File: src/hw/rtl/calendar_date_advance_defines.svh
// Assertion macros shared by the calendar date advance RTL.
`ifndef CALENDAR_DATE_ADVANCE_DEFINES_SVH
`define CALENDAR_DATE_ADVANCE_DEFINES_SVH

// Same-cycle implication, disabled while reset is high.
`define CDA_ASSERT_IMPLY(label, clk, rst, ante, cons) \
   label: assert property (@(posedge clk) disable iff (rst) (ante) |-> (cons)) \
      else $error("calendar date advance: implication check failed");

// Next-cycle implication, disabled while reset is high.
`define CDA_ASSERT_NEXT(label, clk, rst, ante, cons) \
   label: assert property (@(posedge clk) disable iff (rst) (ante) |=> (cons)) \
      else $error("calendar date advance: next-cycle check failed");

`endif

File: src/hw/rtl/cda_pkg.sv
// Types, constants and month table for the calendar date advance block.
`default_nettype none

package cda_pkg;

   // Default year width.
   localparam int YEAR_BITS_DEF = 14;

   // Request kinds; the fourth code returns the date unchanged.
   typedef enum logic [1:0] {
      REQ_DAY   = 2'd0,
      REQ_MONTH = 2'd1,
      REQ_YEAR  = 2'd2
   } req_kind_type;

   // Month codes used by the rollover and clamp logic.
   localparam logic [3:0] MONTH_JAN = 4'd1;
   localparam logic [3:0] MONTH_FEB = 4'd2;
   localparam logic [3:0] MONTH_MAR = 4'd3;
   localparam logic [3:0] MONTH_APR = 4'd4;
   localparam logic [3:0] MONTH_MAY = 4'd5;
   localparam logic [3:0] MONTH_JUN = 4'd6;
   localparam logic [3:0] MONTH_JUL = 4'd7;
   localparam logic [3:0] MONTH_AUG = 4'd8;
   localparam logic [3:0] MONTH_SEP = 4'd9;
   localparam logic [3:0] MONTH_OCT = 4'd10;
   localparam logic [3:0] MONTH_NOV = 4'd11;
   localparam logic [3:0] MONTH_DEC = 4'd12;

   // Day lengths.
   localparam logic [4:0] DAY_FIRST = 5'd1;
   localparam logic [4:0] DAY_FEB   = 5'd28;
   localparam logic [4:0] DAY_LEAP  = 5'd29;
   localparam logic [4:0] DAY_SHORT = 5'd30;
   localparam logic [4:0] DAY_LONG  = 5'd31;

   // Year mod 25 folding: weights of 256^i mod 25, then 256 and 32 mod 25.
   localparam int          MAX_BYTES   = 4;
   localparam logic [4:0]  BYTE_WEIGHT [MAX_BYTES] = '{5'd1, 5'd6, 5'd11, 5'd16};
   localparam int          SUM_W       = 14;
   localparam int          FOLD_W      = 9;
   localparam int          RES_W       = 8;
   localparam logic [2:0]  W256_MOD25  = 3'd6;
   localparam logic [2:0]  W32_MOD25   = 3'd7;
   localparam int          LEAP_MOD    = 25;
   localparam int          FOLD_MULTS  = 6;

   // Month length without the leap day; codes outside 1..12 count as January.
   function automatic logic [4:0] base_month_len(input logic [3:0] m);
      logic [4:0] len;
      case (m)
         MONTH_JAN: len = DAY_LONG;
         MONTH_FEB: len = DAY_FEB;
         MONTH_MAR: len = DAY_LONG;
         MONTH_APR: len = DAY_SHORT;
         MONTH_MAY: len = DAY_LONG;
         MONTH_JUN: len = DAY_SHORT;
         MONTH_JUL: len = DAY_LONG;
         MONTH_AUG: len = DAY_LONG;
         MONTH_SEP: len = DAY_SHORT;
         MONTH_OCT: len = DAY_LONG;
         MONTH_NOV: len = DAY_SHORT;
         MONTH_DEC: len = DAY_LONG;
         default:   len = DAY_LONG;
      endcase
      return len;
   endfunction

endpackage

`default_nettype wire

File: src/hw/rtl/calendar_date_advance.sv
// Top level of the calendar date advance pipeline.
`default_nettype none
`include "calendar_date_advance_defines.svh"

// Advances a Gregorian date by one day, one month or one year. A request beat
// is taken on every clock edge where start is high; busy is always low, so a
// new date may enter every cycle. The result leaves the last register stage
// on rsp_valid for exactly one cycle, and must be taken then:
// there is no back-pressure on the result side. The four register stages are
// a weighted byte sum of the year, a fold of that sum toward mod 25, the leap
// decision with the year increment, and the final date selection.
module calendar_date_advance
   import cda_pkg::*;
#(
   parameter int YEAR_BITS = YEAR_BITS_DEF
) (
   input  wire logic                 clock,
   input  wire logic                 reset,
   input  wire logic                 start,
   output logic                      busy,
   input  wire logic [1:0]           req_type,
   input  wire logic [YEAR_BITS-1:0] req_year_in,
   input  wire logic [3:0]           req_month_in,
   input  wire logic [4:0]           req_day_in,
   output logic                      rsp_valid,
   output logic [YEAR_BITS-1:0]      rsp_year_out,
   output logic [3:0]                rsp_month_out,
   output logic [4:0]                rsp_day_out,
   output logic                      rsp_year_overflow
);

   localparam int NUM_BYTES = (YEAR_BITS + 7) / 8;
   localparam int PAD_W     = NUM_BYTES * 8;

   logic accept;

   // Stage 1 registers
   logic                 v1_ff;
   req_kind_type         kind1_ff;
   logic [YEAR_BITS-1:0] y1_ff;
   logic [3:0]           m1_ff;
   logic [4:0]           d1_ff;
   logic [SUM_W-1:0]     s1_ff, s1_in;

   // Stage 2 registers
   logic                 v2_ff;
   req_kind_type         kind2_ff;
   logic [YEAR_BITS-1:0] y2_ff;
   logic [3:0]           m2_ff;
   logic [4:0]           d2_ff;
   logic [FOLD_W-1:0]    t2_ff, t2_in;

   // Stage 3 registers
   logic                 v3_ff;
   req_kind_type         kind3_ff;
   logic [YEAR_BITS-1:0] y3_ff;
   logic [3:0]           m3_ff;
   logic [4:0]           d3_ff;
   logic                 leap3_ff, leap3_in;
   logic [YEAR_BITS-1:0] yinc3_ff, yinc3_in;
   logic                 carry3_ff, carry3_in;

   // Stage 4 (output) registers
   logic                 valid_ff;
   logic [YEAR_BITS-1:0] year_ff, year_in;
   logic [3:0]           month_ff, month_in;
   logic [4:0]           day_ff, day_in;
   logic                 ovf_ff, ovf_in;

   logic [RES_W-1:0]     u3;
   logic                 m25_zero;

   assign busy   = 1'b0;
   assign accept = start & ~busy;

   // Sum year bytes weighted by 256^i mod 25
   always_comb begin
      logic [PAD_W-1:0] y_pad;
      logic [SUM_W-1:0] acc;
      y_pad = PAD_W'(req_year_in);
      acc   = '0;
      for (int i = 0; i < NUM_BYTES; i++) begin
         acc = acc + SUM_W'(y_pad[i*8 +: 8]) * SUM_W'(BYTE_WEIGHT[i]);
      end
      s1_in = acc;
   end

   // Fold the bits above the low byte of the sum down again
   assign t2_in = FOLD_W'(s1_ff[7:0]) + FOLD_W'(s1_ff[SUM_W-1:8]) * FOLD_W'(W256_MOD25);

   // Fold to a value below 130 and test it against multiples of 25
   assign u3 = RES_W'(t2_ff[4:0]) + RES_W'(t2_ff[FOLD_W-1:5]) * RES_W'(W32_MOD25);

   always_comb begin
      m25_zero = 1'b0;
      for (int k = 0; k < FOLD_MULTS; k++) begin
         if (u3 == RES_W'(LEAP_MOD * k)) begin
            m25_zero = 1'b1;
         end
      end
   end

   // Leap: divisible by 4, and not by 100 unless by 400
   assign leap3_in  = (y2_ff[1:0] == 2'b00) && (!m25_zero || (y2_ff[3:0] == 4'b0000));
   assign yinc3_in  = y2_ff + YEAR_BITS'(1);
   assign carry3_in = &y2_ff;

   // Select the advanced date
   always_comb begin
      logic [4:0] maxd;
      logic [5:0] dinc;
      logic [4:0] mt;
      maxd     = base_month_len(m3_ff) + 5'((m3_ff == MONTH_FEB) && leap3_ff);
      dinc     = {1'b0, d3_ff} + 6'd1;
      mt       = {1'b0, m3_ff};
      year_in  = y3_ff;
      month_in = m3_ff;
      day_in   = d3_ff;
      ovf_in   = 1'b0;
      case (kind3_ff)
         REQ_DAY: begin
            if (dinc > {1'b0, maxd}) begin
               day_in = DAY_FIRST;
               mt     = {1'b0, m3_ff} + 5'd1;
            end else begin
               day_in = dinc[4:0];
            end
            if (mt > {1'b0, MONTH_DEC}) begin
               month_in = MONTH_JAN;
               year_in  = yinc3_ff;
               ovf_in   = carry3_ff;
            end else begin
               month_in = mt[3:0];
            end
         end
         REQ_MONTH: begin
            if (m3_ff >= MONTH_DEC) begin
               month_in = MONTH_JAN;
               year_in  = yinc3_ff;
               ovf_in   = carry3_ff;
            end else begin
               month_in = m3_ff + 4'd1;
            end
            if (month_in == MONTH_FEB) begin
               if (d3_ff > DAY_FEB) begin
                  day_in = leap3_ff ? DAY_LEAP : DAY_FEB;
               end
            end else if (month_in == MONTH_APR || month_in == MONTH_JUN ||
                         month_in == MONTH_SEP || month_in == MONTH_NOV) begin
               if (d3_ff > DAY_SHORT) begin
                  day_in = DAY_SHORT;
               end
            end
         end
         REQ_YEAR: begin
            year_in = yinc3_ff;
            ovf_in  = carry3_ff;
         end
         default: begin
         end
      endcase
   end

   // Advance valid bits
   always_ff @(posedge clock) begin
      if (reset) begin
         v1_ff    <= 1'b0;
         v2_ff    <= 1'b0;
         v3_ff    <= 1'b0;
         valid_ff <= 1'b0;
      end else begin
         v1_ff    <= accept;
         v2_ff    <= v1_ff;
         v3_ff    <= v2_ff;
         valid_ff <= v3_ff;
      end
   end

   // Advance payload through the stages
   always_ff @(posedge clock) begin
      kind1_ff  <= req_kind_type'(req_type);
      y1_ff     <= req_year_in;
      m1_ff     <= req_month_in;
      d1_ff     <= req_day_in;
      s1_ff     <= s1_in;

      kind2_ff  <= kind1_ff;
      y2_ff     <= y1_ff;
      m2_ff     <= m1_ff;
      d2_ff     <= d1_ff;
      t2_ff     <= t2_in;

      kind3_ff  <= kind2_ff;
      y3_ff     <= y2_ff;
      m3_ff     <= m2_ff;
      d3_ff     <= d2_ff;
      leap3_ff  <= leap3_in;
      yinc3_ff  <= yinc3_in;
      carry3_ff <= carry3_in;

      year_ff   <= year_in;
      month_ff  <= month_in;
      day_ff    <= day_in;
      ovf_ff    <= ovf_in;
   end

   assign rsp_valid         = valid_ff;
   assign rsp_year_out      = year_ff;
   assign rsp_month_out     = month_ff;
   assign rsp_day_out       = day_ff;
   assign rsp_year_overflow = ovf_ff;

   // Checks
   `CDA_ASSERT_IMPLY(a_rsp_from_req, clock, reset, valid_ff, $past(start, 4))
   `CDA_ASSERT_IMPLY(a_ovf_year_zero, clock, reset, valid_ff && ovf_ff, year_ff == '0)
   `CDA_ASSERT_IMPLY(a_leap_div4, clock, reset, v3_ff && leap3_ff, y3_ff[1:0] == 2'b00)

endmodule

`default_nettype wire
File: config.mk
export PLATFORM = sky130hd
export DESIGN_NAME = calendar_date_advance
export DESIGN_NICKNAME = d
export VERILOG_FILES = /design/src/hw/rtl/cda_pkg.sv /design/src/hw/rtl/calendar_date_advance.sv
export VERILOG_INCLUDE_DIRS = /design/src /design/src/hw/rtl
export SDC_FILE = /design/constraint.sdc
export NUM_CORES = 1
export LEC_CHECK = 0
export ABC_AREA = 1
export BUFFER_PORTS_ARGS = -buffer_cell sky130_fd_sc_hd__buf_2
export CAP_MARGIN = 20
export CORE_MARGIN = 3
export CORE_UTILIZATION = 55
export CTS_CLUSTER_DIAMETER = 100
export CTS_CLUSTER_SIZE = 28
export DETAILED_ROUTE_END_ITERATION = 6
export GPL_TIMING_DRIVEN = 0
export PLACE_DENSITY = 0.82
export SYNTH_ARGS = -nofsm -noshare
export SYNTH_HDL_FRONTEND = slang
export SYNTH_SLANG_ARGS = --single-unit
File: constraint.sdc
create_clock -name clock -period 5.6 [get_ports clock]
set_clock_uncertainty 0.05 [all_clocks]
set_input_delay 0.56 -clock clock [delete_from_list [all_inputs] [get_ports clock]]
set_output_delay 0.56 -clock clock [all_outputs]
set_load 0.05 [all_outputs]
==> results.txt, run 1 <==
Worst Tran Pin Value = 0.645 ns
Hold buffers post-CTS = 0
Hold Path Class = input pin to flip-flop
Root Driver = clkbuf_8
Post-DR wirelength/cell = 14.7 um
Routability cong. = 0.844
Layout Nets = 796
Crit Path Class = flip-flop to flip-flop
Largest net degree at the start of global routing = 17
Num rows = 37
Switching share of power = 0.381
Reg2reg start = m3_ff[0]
Worst EP arrival = 3.92 ns
Sequential cell area fraction in the yosys report = 0.462
Ys Warns = 0
Internal power = 2230 uW
Die H = 110 um
Post-synthesis area per instance = 9.28 sq um
IO Pins = 54
Area Growth Syn to Fin = 16.6%
Core area = 0.0105 sq mm
Synthesized Nets = 725
Worst-Skew Late Latency = 0.52 ns
Cell count after synthesis = 645
Initial Utilization = 0.572
Vias per cell = 5.30
Layout cell share with drive strength beyond 1 = 0.185
Vias in the first global route = 4692
Clk slew on worst S/H paths = 0.06 ns
Commonest cells after routing, fill and taps aside = dfxtp_1 (138), inv_1 (85), nand3_1 (83)
Post-route ant nets = 0
Final Hold Vio Count = 0
Comb power frac = 0.382
RSZ-0062 raised after global routing = no
Pwr dens = 516 mW/mm^2
Max Freq = 0.278 GHz
Global-route wire length before repair = 21.3 mm
Switching Power = 1370 uW
Yosys cell types = 44
Ant diodes = 0
GRT overflow = 0
Pre-Repair DR Iteration Count = 7
Total GRT Usage = 0.228
Final Cycle Share = 0.642
Dpl hpwl = 9.17 mm
Synth top area cells = dfxtp_1 (46%), ha_1 (9.0%), nand3_1 (6.9%)
Slew HR = 0.568
Synth area leader = dfxtp_1
Number of synthesized flops with an enable pin = 0
Violated checks = design-rule violations
Final WL = 12.7 mm
Max-Cap Viols = 0
Crit. End Element = flip-flop
Most common cell after layout, fill and taps aside = dfxtp_1
Dpl ws = 2.21 ns
Outcome = complete, but fails checks
CTS tree = yes
Number of setup violations in the final report = 0
Asr flop ratio synth = 0
Start point of the worst min-delay path = req_type[1]
Setup TNS after final layout = 0 ns
Lkg Pwr = 0.00339 uW
DR DRC count = 1
Htree depth = 4
CP startpoint = m3_ff[0]
Vias = 4588
Initial DRC Count = 333
CTS Sinks = 138
Area share of the largest cell type after synthesis = 0.462
Die span in x = 110 um
Max IR drop VDD = 0.000350 V
Setup repair bufs after CTS = 0
Startpoint types = flip-flop
Final setup margin = 2.01 ns
Register bit total from synthesis = 138
Ys flop type = dfxtp_1
Flop pwr share = 0.324
Final number of max-transition violations = 0
Die ar. = 0.0122 sq mm
Max Buffers Root-to-Sink = 2
Post-CTS sizing = 0
PortBufs = 52
Cell area after synthesis = 0.00598 sq mm
Initial antenna violation count = 1
Req. time, crit path = 5.93 ns
Clock share of power = 0.293
Min cycle time layout = 3.59 ns
Critical path peak fanout = 10
TritonCTS buffer count = 17
==> path summary, 6_finish.rpt <==
check,slack [ns],to,cells past startpoint
min reg2reg,0.27,d2_ff[1],0
max reg2reg,2.01,rsp_year_out[6],22
max,2.01,rsp_year_out[6],22
min,0.09,kind1_ff[1],1
==> kinds of logic (layout without fill, tap and decap cells) <==
| kind of cell | count (synthesis) | after routing | synth area share |
|---|---|---|---|
| AND/OR/NAND/NOR | 237 | 237 | 0.219 |
| flip-flops | 138 | 138 | 0.462 |
| buffers and inverters | 103 | 187 | 0.0767 |
| AO/OA/AOI/OAI | 79 | 79 | 0.0696 |
| adder cells (fa/ha/maj) | 52 | 52 | 0.120 |
| XOR/XNOR | 35 | 35 | 0.0525 |
| other | 1 | 1 | 0.000627 |
==> critical path, stage by stage (launching register included) <==
cell	delay [ns]
dfxtp_1	0.56
inv_1	0.23
ha_1	0.24
nand2_1	0.06
nor3_1	0.04
ha_1	0.19
ha_1	0.22
ha_1	0.33
nand2_2	0.09
nor2_1	0.14
nor2_2	0.04
nand2_1	0.10
nand2_4	0.11
nand2_4	0.11
buf_12	0.15
nand2_4	0.05
nand2_4	0.08
nand2_2	0.07
nand2_4	0.10
buf_8	0.14
nand3_1	0.10
nand3_1	0.11
nand3_1	0.12
==> power groups by stage <==
stage | clock network, uW | registers [uW] | logic [uW]
final | 1060 | 1170 | 1380
after global routing | 1120 | 1180 | 1580
after CTS | 1070 | 1170 | 1370
after detailed placement | 0 | 1190 | 1350
after global placement | 0 | 1180 | 1220
after floorplan | 0 | 1240 | 987
==> Yosys cell counts (all sizes together), types with 2 or more instances <==
cell type  instances
a21oi             18
a31oi              2
buf               10
clkbuf             6
dfxtp            138
fa                 9
ha                43
inv               86
nand2             93
nand3             96
nand3b             3
nand4              2
nor2              33
nor3               4
nor3b              3
o211ai             2
o21ai             52
xnor2              6
xor2              29
==> stage by stage <==
stage                      util  hold slack (ns)  std cells  instance area (sq um)  total power (uW)
after global routing      0.667           0.0635        865                   6980              3880
after CTS                 0.667           0.0655        865                   6980              3610
after floorplan               -            0.260        645                   5980              2230
after global placement    0.613            0.261        833                   6410              2410
after detailed placement  0.613            0.262        833                   6410              2540
final                     0.667           0.0878        865                   6980              3600
==> layout make-up <==
class	instances	area, sq um
fillers	792	3480
flip-flops and latches	138	2760
multi-input cells	404	2760
clock buffers	17	414
inverters	87	327
repair buffers	52	260
well taps	136	170
clock inverters	15	150
plain buffers	16	133
==> layer usage <==
| metal | vias up | global-route usage | share of wire |
|---|---|---|---|
| met2 | 218 | 0.386 | 0.50 |
| li1 | 2232 | - | - |
| met4 | 2 | 0.116 | 0.033 |
| met3 | 41 | 0.0565 | 0.071 |
| met1 | 2095 | 0.266 | 0.39 |
| met5 | - | 0 | 0.0010 |
==> registers in the layout, summed over array words and instances, names as in the netlist, 5 cells and up, named ones only <==
name,flops
d3_ff,5
y1_ff,13
y3_ff,14
s1_ff,10
d2_ff,5
rsp_day_out,5
d1_ff,5
yinc3_ff,14
t2_ff,9
rsp_year_out,14
y2_ff,13
Note: power is estimated with default switching activity, not from simulation.
==> inputs of run 2 (changes only) <==
- CORE_UTILIZATION: 55 -> 53
- clock period: 5.6 -> 3.03 ns (I/O delays scaled with it)
==> results.txt, run 2 (synthesis results as in run 1) <==
Outcome = complete, but fails checks (unchanged)
Violated checks = design-rule violations (unchanged)
Clk slew on worst S/H paths = 0.06 ns (about the same)
Initial Utilization = 0.547 (was 0.572)
Setup TNS after final layout = 0 ns (unchanged)
Slew HR = 0.600 (was 0.568)
Slowest CP cell = fa_1 (was dfxtp_1)
Routability cong. = 0.891 (was 0.844)
Dpl hpwl = 8.72 mm (was 9.17 mm)
Crit Path Class = flip-flop to flip-flop (unchanged)
R2R cell count = 13 (was 22)
PortBufs = 52 (unchanged)
IO Pins = 54 (unchanged)
Vias per cell = 5.32 (was 5.30)
Pre-Repair DR Iteration Count = 7 (unchanged)
DR DRC count = 16 (was 1)
Crit. End Element = flip-flop (unchanged)
Top sig layer = met4 (was met5)
Req. time, crit path = 3.29 ns (was 5.93 ns)
Area Growth Syn to Fin = 27.2% (was 16.6%)
Final non-filler cell total = 902 (was 865)
Total GRT Usage = 0.212 (was 0.228)
RSZ-0062 raised after global routing = yes (was no)
CP Capture Point = leap3_ff (was rsp_year_out[6])
Largest net degree at the start of global routing = 17 (unchanged)
Fin util = 0.696 (was 0.667)
Lkg Pwr = 0.00362 uW (was 0.00339 uW)
Reg2reg start = t2_ff[5] (was m3_ff[0])
Die H = 112 um (was 110 um)
Final number of max-transition violations = 0 (unchanged)
GRT overflow = 0 (unchanged)
Filler cells = 783 (was 792)
CP max stage delay = 0.56 ns (about the same)
Critical path peak fanout = 3 (was 10)
Post-route ant nets = 0 (unchanged)
Flop-to-flop setup slack = 0.03 ns (was 2.01 ns)
Number of setup violations in the final report = 0 (unchanged)
Core area = 0.0109 sq mm (was 0.0105 sq mm)
Die ar. = 0.0126 sq mm (was 0.0122 sq mm)
Vias in the first global route = 4737 (was 4692)
Worst-Skew Late Latency = 0.42 ns (was 0.52 ns)
Root Driver = clkbuf_16 (was clkbuf_8)
Max-Cap Viols = 0 (unchanged)
Startpoint types = flip-flop (unchanged)
Dpl cell area = 0.00642 sq mm (was 0.00641 sq mm)
Worst EP arrival = 3.26 ns (was 3.92 ns)
Commonest cells after routing, fill and taps aside = dfxtp_1 (132), inv_1 (83), nand3_1 (76) (was dfxtp_1 (138), inv_1 (85), nand3_1 (83))
TritonCTS buffer count = 17 (unchanged)
Most common cell after layout, fill and taps aside = dfxtp_1 (unchanged)
Final Cycle Share = 0.989 (was 0.642)
Vias = 4799 (was 4588)
Metal3 WL = 1.05 mm (was 902 um)
Post-DR wirelength/cell = 14.8 um (was 14.7 um)
Placed cells = 837 (was 833)
Worst reg2reg path endpoint = leap3_ff (was rsp_year_out[6])
Min cycle time layout = 3.00 ns (was 3.59 ns)
CP startpoint = t2_ff[5] (was m3_ff[0])
Worst Tran Pin Value = 0.597 ns (was 0.645 ns)
Final WL = 13.3 mm (was 12.7 mm)
Initial antenna violation count = 0 (was 1)
Final Hold Vio Count = 0 (unchanged)
Max IR drop VDD = 0.000766 V (was 0.000350 V)
Num rows = 38 (was 37)
Metal2 WL = 6.64 mm (was 6.41 mm)
Hold Path Class = input pin to flip-flop (unchanged)
Pwr dens = 960 mW/mm^2 (was 516 mW/mm^2)
Max Buffers Root-to-Sink = 2 (unchanged)
Max Freq = 0.334 GHz (was 0.278 GHz)
Global-route wire length before repair = 21.4 mm (was 21.3 mm)
Design Area, Final = 0.00761 sq mm (was 0.00698 sq mm)
Ant diodes = 0 (unchanged)
CTS tree = yes (unchanged)
Initial DRC Count = 368 (was 333)
WL met1 = 5.15 mm (was 4.98 mm)
Most used cell, CP = nor2_1 (was nand2_4)
Htree depth = 4 (unchanged)
Layout cell share with drive strength beyond 1 = 0.235 (was 0.185)
CP cell instances = fa_1 > fa_1 > inv_1 > fa_2 > nand3b_1 > nand2_1 > nor2_1 > nor2_2 > nand3_1 > o21ai_1 > a21oi_1 > nor2_1 > nor2_1 (was inv_1 > ha_1 > nand2_1 > nor3_1 > ha_1 > ha_1 > ha_1 > nand2_2 > nor2_1 > nor2_2 > nand2_1 > nand2_4 > nand2_4 > buf_12 > nand2_4 > nand2_4 > nand2_2 > nand2_4 > buf_8 > nand3_1 > nand3_1 > nand3_1)
Die span in x = 112 um (was 110 um)
Layout Nets = 830 (was 796)
CTS Sinks = 138 (unchanged)
-- run 2: cell count changes in the layout (fill, tap and decap cells not counted), moves of 5 or more --
cell,previous run,this run
dfxtp_1,138,132
nand3_2,12,19
dlygate4sd3_1,0,23
buf_4,4,11
ha_4,0,5
ha_1,43,36
nand2_1,74,69
nand3_1,83,76
-- run 2: worst min-delay path by stage --
stage / startpoint / to / slack [ns] / cells past startpoint
6_report: req_year_in[13] / y1_ff[13] / 0.02 / 1
5_1_grt: req_year_in[13] / y1_ff[13] / 0.001 / 1
4_1_cts: req_year_in[13] / y1_ff[13] / 0.002 / 1
3_5_place_dp: y1_ff[9] / y2_ff[9] / 0.26 / 0
3_3_place_gp: d1_ff[2] / d2_ff[2] / 0.26 / 0
2_1_floorplan: d1_ff[0] / d2_ff[0] / 0.26 / 0
-- run 2: what timing repair did --
item | 4_1_cts | 5_1_grt
pin swaps | 3 | 23
resized for setup | 12 | 35
hold endpoints to repair | 23 | 0
gates cloned | 0 | 3
hold buffers | 23 | 0
buffers inserted | 5 | 3
endpoints found under the setup margin | 20 | 21
-- run 2: per-layer routing --
layer  track usage  vias up
li1              -     2306
met1         0.250     2196
met2         0.352      239
met3        0.0625       58
met4         0.104        0
met5             0        -
-- run 2: power by group --
group | total (uW) | internal [uW] | leakage [uW] | switching [uW]
sequential | 2160 | 2030 | 0.00116 | 130
clock | 2170 | 1380 | 0.000302 | 787
combinational | 2980 | 1150 | 0.00216 | 1830
total | 7300 | 4560 | 0.00362 | 2740
-- run 2: critical path, delay by kind of cell (launching register included) --
family | cells | cell delay (ns)
AOI/OAI and AO/OA | 2 | 0.20
adders and majority gates | 3 | 1.45
buffers and inverters | 1 | 0.06
DFF | 1 | 0.34
and+or+nand+nor | 7 | 0.78
-- run 2: final cells by class --
type | count | area (sq um) | area share
buffer | 16 | 138 | 0.0181
clock buffer | 18 | 429 | 0.0564
clock inverter | 13 | 190 | 0.0250
inverter | 87 | 334 | 0.0439
multi-input combinational | 404 | 2930 | 0.385
sequential | 138 | 2780 | 0.365
tap | 140 | 175 | 0.0230
timing repair buffer | 86 | 638 | 0.0839
-- run 2: through the flow --
stage	hold WS, ns	worst slack, ns	power, uW
after CTS	0.00202	0.00474	7010
after detailed placement	0.262	-0.332	4640
final	0.0171	0.0332	7300
after global routing	0.000953	-0.126	7760
after floorplan	0.260	0.0731	4120
after global placement	0.262	-0.240	4450
